<file path="src/mcr_pkg.sv">
// Package: types and constants of the midpoint circle rasterizer.
`default_nettype none
package mcr_pkg;

  localparam int unsigned CoordW   = 7;
  localparam int unsigned RadiusW  = 4;
  localparam int unsigned PointW   = 8;
  localparam int unsigned DecW     = 8;
  localparam int unsigned SubW     = 3;
  localparam int unsigned InDataW  = 24;
  localparam int unsigned OutDataW = 16;

  localparam logic signed [DecW-1:0] DecInit     = 8'sd3;
  localparam logic [DecW-1:0]        DecStepDown = 8'd10;
  localparam logic [DecW-1:0]        DecStepKeep = 8'd6;
  localparam logic [SubW-1:0]        SubLast     = 3'd7;

  typedef struct packed {
    logic load;
    logic adv;
  } mcr_cmd_t;

  typedef struct packed {
    logic last_pt;
  } mcr_sts_t;

endpackage
`default_nettype wire

</file>
<file path="src/midpoint_circle_rasterizer.sv">
// Top level: midpoint circle rasterizer, stream in (circle) and stream out (points).
// One input beat (center, radius; radius saturates to MAX_RADIUS) yields 8 points per
// octant step, 8 for radius 0 and up to 64 for radius 10, with tlast on the final point.
// The point sequencer produces one point per cycle while the output is taken; a circle is
// loaded and then walked point by point, and the next
// circle is accepted as soon as the final point sits in the output register.
`default_nettype none
module midpoint_circle_rasterizer #(
  parameter int unsigned PANEL_COLS = 16,
  parameter int unsigned PANEL_ROWS = 32,
  parameter int unsigned MAX_RADIUS = 10
) (
  input  wire logic                            clk_i,
  input  wire logic                            rst_ni,
  input  wire logic                            s_axis_tvalid,
  output logic                                 s_axis_tready,
  // [6:0] center_x, [13:7] center_y, [17:14] radius, [23:18] zero
  input  wire logic [mcr_pkg::InDataW-1:0]     s_axis_tdata,
  output logic                                 m_axis_tvalid,
  input  wire logic                            m_axis_tready,
  // [7:0] point_x, [15:8] point_y
  output logic [mcr_pkg::OutDataW-1:0]         m_axis_tdata,
  // [0] on_panel
  output logic                                 m_axis_tuser,
  output logic                                 m_axis_tlast
);

  mcr_pkg::mcr_cmd_t cmd;
  mcr_pkg::mcr_sts_t sts;
  logic signed [mcr_pkg::PointW-1:0] point_x, point_y;

  mcr_ctrl u_ctrl (
    .clk_i       (clk_i),
    .rst_ni      (rst_ni),
    .in_valid_i  (s_axis_tvalid),
    .in_ready_o  (s_axis_tready),
    .out_valid_o (m_axis_tvalid),
    .out_ready_i (m_axis_tready),
    .sts_i       (sts),
    .cmd_o       (cmd)
  );

  mcr_datapath #(
    .PANEL_COLS (PANEL_COLS),
    .PANEL_ROWS (PANEL_ROWS),
    .MAX_RADIUS (MAX_RADIUS)
  ) u_dp (
    .clk_i      (clk_i),
    .cmd_i      (cmd),
    .sts_o      (sts),
    .center_x_i ($signed(s_axis_tdata[6:0])),
    .center_y_i ($signed(s_axis_tdata[13:7])),
    .radius_i   (s_axis_tdata[17:14]),
    .point_x_o  (point_x),
    .point_y_o  (point_y),
    .on_panel_o (m_axis_tuser),
    .last_o     (m_axis_tlast)
  );

  assign m_axis_tdata = {point_y, point_x};

endmodule
`default_nettype wire

</file>
<file path="src/mcr_ctrl.sv">
// Controller: input acceptance, point sequencing and output register valid.
`default_nettype none
module mcr_ctrl (
  input  wire logic            clk_i,
  input  wire logic            rst_ni,
  input  wire logic            in_valid_i,
  output logic                 in_ready_o,
  output logic                 out_valid_o,
  input  wire logic            out_ready_i,
  input  wire mcr_pkg::mcr_sts_t sts_i,
  output mcr_pkg::mcr_cmd_t    cmd_o
);

  localparam logic StIdle = 1'b0;
  localparam logic StRun  = 1'b1;

  logic state_q, state_d;
  logic ovld_q, ovld_d;

  always_comb begin
    state_d   = state_q;
    ovld_d    = ovld_q;
    cmd_o     = '0;
    unique case (state_q)
      StIdle: begin
        if (ovld_q && out_ready_i) ovld_d = 1'b0;
        if (in_valid_i) begin
          cmd_o.load = 1'b1;
          state_d    = StRun;
        end
      end
      StRun: begin
        if (!ovld_q || out_ready_i) begin
          cmd_o.adv = 1'b1;
          ovld_d    = 1'b1;
          if (sts_i.last_pt) state_d = StIdle;
        end
      end
      default: state_d = StIdle;
    endcase
  end

  assign in_ready_o  = (state_q == StIdle);
  assign out_valid_o = ovld_q;

  always_ff @(posedge clk_i or negedge rst_ni) begin
    if (!rst_ni) begin
      state_q <= StIdle;
      ovld_q  <= 1'b0;
    end else begin
      state_q <= state_d;
      ovld_q  <= ovld_d;
    end
  end

endmodule
`default_nettype wire

</file>
<file path="src/mcr_datapath.sv">
// Datapath: octant walk registers, decision update and point output register.
`default_nettype none
module mcr_datapath #(
  parameter int unsigned PANEL_COLS = 16,
  parameter int unsigned PANEL_ROWS = 32,
  parameter int unsigned MAX_RADIUS = 10
) (
  input  wire logic                               clk_i,
  input  wire mcr_pkg::mcr_cmd_t                  cmd_i,
  output mcr_pkg::mcr_sts_t                       sts_o,
  input  wire logic signed [mcr_pkg::CoordW-1:0]  center_x_i,
  input  wire logic signed [mcr_pkg::CoordW-1:0]  center_y_i,
  input  wire logic [mcr_pkg::RadiusW-1:0]        radius_i,
  output logic signed [mcr_pkg::PointW-1:0]       point_x_o,
  output logic signed [mcr_pkg::PointW-1:0]       point_y_o,
  output logic                                    on_panel_o,
  output logic                                    last_o
);

  localparam logic [mcr_pkg::RadiusW-1:0] RadMax  = mcr_pkg::RadiusW'(MAX_RADIUS);
  localparam logic [mcr_pkg::PointW:0]    ColsLim = (mcr_pkg::PointW+1)'(PANEL_COLS);
  localparam logic [mcr_pkg::PointW:0]    RowsLim = (mcr_pkg::PointW+1)'(PANEL_ROWS);

  logic signed [mcr_pkg::CoordW-1:0] cx_q, cy_q;
  logic [mcr_pkg::RadiusW-1:0]       a_q, b_q, a_d, b_d;
  logic signed [mcr_pkg::DecW-1:0]   d_q, d_d;
  logic [mcr_pkg::SubW-1:0]          sub_q;
  logic signed [mcr_pkg::PointW-1:0] px_q, py_q;
  logic                              on_q, last_q;

  logic [mcr_pkg::RadiusW-1:0]       r_sat, off_h, off_v;
  logic [mcr_pkg::PointW-1:0]        ext_h, ext_v, px_c, py_c;
  logic [mcr_pkg::DecW-1:0]          diff, d_init;
  logic                              d_pos, last_c, on_c;

  assign r_sat  = (radius_i > RadMax) ? RadMax : radius_i;
  assign d_init = mcr_pkg::DecInit - {3'b000, r_sat, 1'b0};

  // sub-point order: bit2 swaps offsets, bit1 negates y, bit0 negates x
  assign off_h = sub_q[2] ? b_q : a_q;
  assign off_v = sub_q[2] ? a_q : b_q;
  assign ext_h = {4'b0000, off_h};
  assign ext_v = {4'b0000, off_v};
  assign px_c  = sub_q[0] ? ({cx_q[6], cx_q} - ext_h) : ({cx_q[6], cx_q} + ext_h);
  assign py_c  = sub_q[1] ? ({cy_q[6], cy_q} - ext_v) : ({cy_q[6], cy_q} + ext_v);
  assign on_c  = !px_c[7] && ({1'b0, px_c} < ColsLim) &&
                 !py_c[7] && ({1'b0, py_c} < RowsLim);

  assign d_pos = (d_q > 8'sd0);
  assign diff  = {4'b0000, a_q} - {4'b0000, b_q};

  always_comb begin
    a_d = a_q + 4'd1;
    if (d_pos) begin
      d_d = d_q + $signed({diff[5:0], 2'b00} + mcr_pkg::DecStepDown);
      b_d = b_q - 4'd1;
    end else begin
      d_d = d_q + $signed({2'b00, a_q, 2'b00} + mcr_pkg::DecStepKeep);
      b_d = b_q;
    end
  end

  // final step when the next a would pass the next b
  assign last_c = (sub_q == mcr_pkg::SubLast) &&
                  (d_pos ? ({1'b0, a_q} + 5'd1 >= {1'b0, b_q}) : (a_q >= b_q));

  always_ff @(posedge clk_i) begin
    if (cmd_i.load) begin
      cx_q  <= center_x_i;
      cy_q  <= center_y_i;
      a_q   <= '0;
      b_q   <= r_sat;
      d_q   <= $signed(d_init);
      sub_q <= '0;
    end else if (cmd_i.adv) begin
      px_q   <= $signed(px_c);
      py_q   <= $signed(py_c);
      on_q   <= on_c;
      last_q <= last_c;
      sub_q  <= sub_q + 3'd1;
      if (sub_q == mcr_pkg::SubLast) begin
        a_q <= a_d;
        b_q <= b_d;
        d_q <= d_d;
      end
    end
  end

  assign sts_o.last_pt = last_c;
  assign point_x_o     = px_q;
  assign point_y_o     = py_q;
  assign on_panel_o    = on_q;
  assign last_o        = last_q;

endmodule
`default_nettype wire

</file>
<file path="config.mk">
export PLATFORM = sky130hd
export DESIGN_NAME = midpoint_circle_rasterizer
export DESIGN_NICKNAME = d
export VERILOG_FILES = /design/src/mcr_pkg.sv /design/src/midpoint_circle_rasterizer.sv /design/src/mcr_ctrl.sv /design/src/mcr_datapath.sv
export SDC_FILE = /design/constraint.sdc
export NUM_CORES = 1
export LEC_CHECK = 0
export BUFFER_PORTS_ARGS = -buffer_cell sky130_fd_sc_hd__buf_2
export CORE_MARGIN = 3
export CORE_UTILIZATION = 25
export CTS_BUF_LIST = sky130_fd_sc_hd__clkbuf_4 sky130_fd_sc_hd__clkbuf_8 sky130_fd_sc_hd__clkbuf_16
export CTS_CLUSTER_SIZE = 16
export DETAILED_ROUTE_END_ITERATION = 12
export GPL_ROUTABILITY_DRIVEN = 0
export PLACE_DENSITY_LB_ADDON = 0.1
export REMOVE_ABC_BUFFERS = 1
export SYNTH_ARGS = -nofsm -noshare
export SYNTH_HDL_FRONTEND = slang
export SYNTH_SLANG_ARGS = --single-unit
</file>
<file path="constraint.sdc">
create_clock -name clk_i -period 3 [get_ports clk_i]
set_clock_uncertainty 0.1 [all_clocks]
set_input_delay 0.6 -clock clk_i [delete_from_list [all_inputs] [get_ports clk_i]]
set_output_delay 0.6 -clock clk_i [all_outputs]
set_load 0.1 [all_outputs]
</file>
# Word level (Yosys, flattened, before mapping)
# Cells that the tools add are included.
[word_totals] reg_bits=53 in_bits=28 output_inout_bits=20 word_cells=78
[op_classes] addsub=14 magnitude_cmp=6 eq_ne=3 n_mux=24 bitwise=2 n_reduce_logical=17
[ops] cell="$mux 8" count=6
[ops] cell="$mux 4" count=7
[ops] cell="$add 7x5->8" count=2
[ops] cell="$add 8x8->8" count=2
[ops] cell="$sub 7x5->8" count=2
[ops] cell="$mux 1" count=9
[ops] cell="$add 8x4->8 const B" count=1
[ops] cell="$gt 8x1->1 const B" count=1
[ops] cell="$lt 8x5->1 const B" count=1
[ops] cell="$lt 8x6->1 const B" count=1
[ops] cell="$reduce_and 2->1" count=4
[ops] cell="$add 6x3->7 const B" count=1
[ops] cell="$reduce_bool 2->1" count=3
[ops] cell="$sub 2x5->6 const A" count=1
[ops] cell="$add 4x1->5 const B" count=1
[ops] cell="$ge 5x4->1" count=1
[ops] cell="$logic_and 1x1->1" count=5
[ops] cell="$sub 4x4->5" count=1
[ops] cell="$add 4x1->4 const B" count=1
[ops] cell="$ge 4x4->1" count=1
[ops] cell="$gt 4x4->1 const B" count=1
[ops] cell="$pmux 1 s2" count=2
[ops] cell="$sub 4x1->4 const B" count=1
[ops] cell="$add 3x1->3 const B" count=1
[ops] cell="other kinds (7)" count=10

# Depth between registers and ports, before layout
[logic_depth] ltp_word=7 depth_mapped=14 depth_no_buf=14

# Hierarchy
# Synthesis repeated with hierarchy kept, for this count alone.
[hier_totals] cells_unflattened=339 hier_area_um2=3636.0
[modules_own_cells] mod="mcr_datapath" instances=1 cells_per_inst=330 area_each_um2=3540.9
[modules_own_cells] mod="mcr_ctrl" instances=1 cells_per_inst=9 area_each_um2=95.1

# Worst setup path after synthesis
# OpenSTA, ideal clock, no wires.
[synth_timing] path_kind="reg2reg" from="register u_dp.sub_q[2] (netlist name)" to="register u_dp.on_q (netlist: u_dp.on_panel_o) (data pin)" setup_time_ns=0.170 t_arrival_ns=2.889 t_required_ns=2.730 setup_slack_ns=-0.158 stages_incl_launch_ff=12 n_path_buf=1 cell_sequence="dfxtp_1 -> buf_2 -> mux2i_1 -> ha_1 -> o21ai_0 -> ha_1 -> nor2b_1 -> o21a_1 -> o21a_1 -> nor4b_1 -> or3_4 -> nor4bb_4"
[synth_via] elab_chain_cells=7 word_cells_on_any_way=15
[synth_rtl] item="start, declared" line_no="mcr_datapath.sv:27" source="logic [mcr_pkg::SubW-1:0] sub_q;"
[synth_rtl] item="start signal, assigned" line_no="mcr_datapath.sv:80" source="sub_q <= sub_q + 3'd1;"
[synth_rtl] item="$mux 4 (*)" line_no="mcr_datapath.sv:40" source="assign off_h = sub_q[2] ? b_q : a_q;"
[synth_rtl] item="$add 7x5->8 or $sub 7x5->8 (tied branches)" line_no="mcr_datapath.sv:44" source="assign px_c = sub_q[0] ? ({cx_q[6], cx_q} - ext_h) : ({cx_q[6], cx_q} + ext_h);"
[synth_rtl] item="$mux 8 (*)" line_no="mcr_datapath.sv:44"
[synth_rtl] item="named net u_dp.px_c, one bit" line_no="mcr_datapath.sv:32" source="logic [mcr_pkg::PointW-1:0] ext_h, ext_v, px_c, py_c;"
[synth_rtl] item="$lt 8x5->1 or $logic_not 1->1 (tied branches)" line_no="mcr_datapath.sv:46" source="assign on_c = !px_c[7] && ({1'b0, px_c} < ColsLim) &&"
[synth_rtl] item="$logic_and 1x1->1 (*) (2 in series)" line_no="mcr_datapath.sv:46"
[synth_rtl] item="$logic_and 1x1->1 (*)" line_no="mcr_datapath.sv:47" source="!py_c[7] && ({1'b0, py_c} < RowsLim);"
[synth_rtl] item="named net u_dp.on_c" line_no="mcr_datapath.sv:34" source="logic d_pos, last_c, on_c;"
[synth_rtl] item="end signal, assigned" line_no="mcr_datapath.sv:78" source="on_q <= on_c;"
[synth_rtl] item="end, declared" line_no="mcr_datapath.sv:29" source="logic on_q, last_q;"
# The timed path passes the listed nets; every way through them passes the cells marked *.
# A chain may end at the register's enable or synchronous reset.

# Final worst setup path
[layout_timing] from="register u_dp.b_q[0] (netlist name)" to="register u_dp.on_q (netlist: u_dp.on_panel_o) (data pin)"
[layout_via] elab_chain_cells=7 word_cells_on_any_way=15
[layout_rtl] item="start, declared" line_no="mcr_datapath.sv:25" source="logic [mcr_pkg::RadiusW-1:0] a_q, b_q, a_d, b_d;"
[layout_rtl] item="start signal, assigned" line_no="mcr_datapath.sv:72" source="b_q <= r_sat;"
[layout_rtl] item="$mux 4 (*)" line_no="mcr_datapath.sv:40"
[layout_rtl] item="$add 7x5->8 or $sub 7x5->8 (tied branches)" line_no="mcr_datapath.sv:44"
[layout_rtl] item="$mux 8 (*)" line_no="mcr_datapath.sv:44"
[layout_rtl] item="named net u_dp.px_c, one bit" line_no="mcr_datapath.sv:32"
[layout_rtl] item="$lt 8x5->1 or $logic_not 1->1 (tied branches)" line_no="mcr_datapath.sv:46"
[layout_rtl] item="$logic_and 1x1->1 (*) (2 in series)" line_no="mcr_datapath.sv:46"
[layout_rtl] item="$logic_and 1x1->1 (*)" line_no="mcr_datapath.sv:47"
[layout_rtl] item="named net u_dp.on_c" line_no="mcr_datapath.sv:34"
# Marks and branches as above.

==> results.py <==
metrics = {
    "outcome": {
        "status": "finished, violations left",
        "violations_in_the_final_reports": "negative setup slack",
    },
    "job": {
        "cap_violations": 0,
    },
    "die": {
        "die-width_microns": 127,
        "fp.dieArea_sq_um": 16200,
        "design.core.area_sq_um": 14100,
        "io_pins": 48,
        "rows": 43,
        "initial_cell_density_of_the_core": 0.260,
        "die-height_microns": 127,
    },
    "grt": {
        "grt.overflow.total": 0,
        "grt_pass1_vias": 3077,
        "grt_first_pass_wirelength_microns": 14800,
        "globalRouteTotalUtil": 0.115,
        "antenna_found_initial": 0,
        "pin_count_of_the_biggest_net_entering_global_routing": 21,
    },
    "cts": {
        "clock_sink_count": 53,
        "clock_tree.root_cell": "clkbuf_16",
        "clk_path_buf_depth": 2,
        "cts.clk_slew.worst_paths_ns": 0.07,
        "ctsHtreeMaxLevel": 2,
        "tritoncts.num_buffers": 5,
        "tritoncts_clock_tree": "built",
        "clock_insertion_delay_at_the_later_pin_of_the_skew_report_ns": 0.30,
    },
    "route": {
        "met2_length_microns": 4230,
        "count_of_routing_violations_after_the_opening_detailed_route_iteration": 79,
        "drt_drc_violations_left": 0,
        "drt-total-wl_microns": 8840,
        "detail_route.wl_per_cell_microns": 14.0,
        "dr_vias": 2870,
        "drt_pre_antenna_iters": 4,
        "top_sig_layer": "met4",
        "via_per_inst": 4.53,
        "ant_nets": 0,
        "met1_length_microns": 4050,
        "met3WireLength_microns": 382,
    },
    "timing": {
        "finalWorstPathRequiredPeriod_ns": 3.02,
        "final-max-slew-violation-count": 0,
        "worst_setup_margin_ns": -0.0169,
        "relative_slew_slack": 0.377,
        "setup_viol_count_final": 1,
        "worst_pin_slew_ns": 0.935,
        "fmaxAchievable_mhz": 331,
        "finalSetupTns_ns": -0.0169,
        "final_report_hold_violation_count": 0,
        "post-route-period-util": 1.01,
        "rsz0062_at_grt": "true",
    },
    "critical_path": {
        "critPathMaxStageDelay_ns": 0.45,
        "critical_path.cell_chain": "buf_6 -> mux2i_4 -> ha_4 -> o21ai_4 -> ha_1 -> nor2b_1 -> o21a_1 -> o21a_2 -> nor4b_1 -> or3_4 -> nor4bb_4",
        "critical_path_class": "reg2reg",
        "crit_family": "simple AND/OR/NAND/NOR gates",
        "cp.required_ns": 3.04,
        "crit_path_end_kind": "flip-flop",
        "crit_path_top_delay_cell": "edfxtp_1",
        "startpoint_type": "flip-flop",
        "cp.arrival_ns": 3.05,
        "worst-path-max-fanout": 4,
        "buffer_and_inverter_count_on_the_worst_path": 1,
    },
    "final_layout": {
        "seq_area_sq_um": 1510,
        "multi_input_comb_area_sq_um": 2280,
        "layout_commonest_cell": "buf_4",
        "mostFrequentLayoutCells": "buf_4 (57), edfxtp_1 (44), buf_2 (41)",
        "nNetsFinal": 531,
        "num-fill-cells": 1431,
        "final_design_area_no_fill_sq_um": 4950,
        "n_antenna_cell": 0,
        "layout-drive-gt1-share": 0.349,
        "area_delta_synth_final_pct": 34.9,
    },
    "yosys": {
        "netlist_top_cells_area": "edfxtp_1 (36%), ha_1 (16%), dfxtp_1 (3.8%)",
        "number_of_synthesized_register_bits": 53,
        "syn_area_sq_um": 3670,
        "synth_top_cell_by_area": "edfxtp_1",
        "yosys_warnings": 0,
        "synthDistinctLibCells": 43,
        "syn_area_per_cell_sq_um": 10.5,
        "synthFlopType": "edfxtp_1",
        "synth_edf_count": 44,
        "synth_cells": 350,
        "synth_top_area_share": 0.360,
        "synth_sequential_area_ratio": 0.412,
        "synthArstFlopShare": 0.0377,
    },
    "worst_hold_path": {
        "kind_of_path_behind_the_tightest_hold_check": "in2reg",
    },
    "pwr": {
        "overall_power_w": 0.00605,
        "max-vdd-ir-drop_v": 0.000606,
        "p_leak_nw": 2.15,
        "power.density_nw_per_um2": 1220,
    },
    "placement": {
        "hpwl_microns": 6970,
        "port_buffers": 41,
        "detailedPlace.worstSlack_ns": -0.328,
        "place_area_sq_um": 4480,
    },
}
## sequential cells by signal, indices dropped and copies added (netlist names)
register            count
u_dp.cy_q               7
u_dp.cx_q               7
u_ctrl.state_q          1
u_dp.b_q                4
u_dp.point_y_o          8
u_dp.d_q                8
u_dp.on_panel_o         1
u_dp.sub_q              3
u_dp.last_o             1
u_dp.point_x_o          8
u_ctrl.out_valid_o      1
u_dp.a_q                4
## cells by family after synthesis
| kind of cell | Yosys count | share of synthesized area |
|---|---|---|
| mux | 12 | 0.0327 |
| simple gates | 82 | 0.116 |
| xor+xnor | 26 | 0.0641 |
| compound gates | 91 | 0.152 |
| fa+ha+maj | 51 | 0.184 |
| flops | 53 | 0.412 |
| buf+inv | 35 | 0.0402 |
## synthesized netlist by cell type, types with 3 or more instances
cell type and instances:
ha_1 46, edfxtp_1 44, a21oi_1 27, inv_1 27, nand2_1 25, o21ai_0 25, nor2_1 19, a21o_1 14
xnor2_1 13, mux2i_1 12, xor2_1 12, nor3_1 8, dfxtp_1 7, a211oi_1 6, nand2b_1 6, and3_1 5
clkbuf_1 5, fa_1 5, nand3_1 5, nor2b_1 4, o21bai_1 3
## worst reg2reg max path: cells and delay by family, from the launching register on
family,cells,cell delay (ns)
AND/OR/NAND/NOR,4,0.92
AO/OA/AOI/OAI,3,0.58
adder cells (fa/ha/maj),2,0.48
flip-flops,1,0.45
multiplexers,1,0.18
buffers and inverters,1,0.16
## path summary, 6_finish.rpt
kind | start | end | slack [ns] | cells after the start
worst max-delay path | u_dp.b_q[0] | u_dp.on_panel_o | -0.02 | 11
worst min-delay path | s_axis_tdata[10] | u_dp.cy_q[3] | 0.37 | 1
worst max register to register | u_dp.b_q[0] | u_dp.on_panel_o | -0.02 | 11
worst min register to register | u_ctrl.state_q | u_ctrl.out_valid_o | 0.45 | 2
max in group asynchronous | rst_ni | u_ctrl.state_q | 2.19 | 2
min in group asynchronous | rst_ni | u_ctrl.out_valid_o | 0.51 | 2
## power by group
group          internal [W]  switching (W)
logic               0.00185        0.00244
registers           0.00108      0.0000976
clock network      0.000307       0.000272
total               0.00323        0.00281
## stage by stage
step,cells,hold WS [ns],util
floorplan,342,0.204,-
global placement,619,0.292,0.316
detailed placement,619,0.292,0.316
CTS,634,0.357,0.344
global route,633,0.351,0.350
finish,633,0.369,0.350
## repair_timing
action	4_1_cts	5_1_grt
endpoints found under the hold margin	2	0
resized for setup	48	17
setup buffers	6	0
pin swaps	24	20
hold buffers	1	0
endpoints found under the setup margin	8	7
## layer usage
layer	vias up	global-route usage
li1	1472	-
met2	48	0.200
met5	-	0
met4	0	0.0391
met3	13	0.0259
met1	1337	0.141
## area by class of cell
| cell class | count | area share |
|---|---|---|
| sequential | 53 | 0.305 |
| clock buffer | 5 | 0.0253 |
| inverter | 27 | 0.0210 |
| clock inverter | 3 | 0.00354 |
| timing repair buffer | 103 | 0.139 |
| multi-input combinational | 262 | 0.460 |
| tap | 180 | 0.0455 |
No activity file was read; power rests on OpenSTA's default activity.
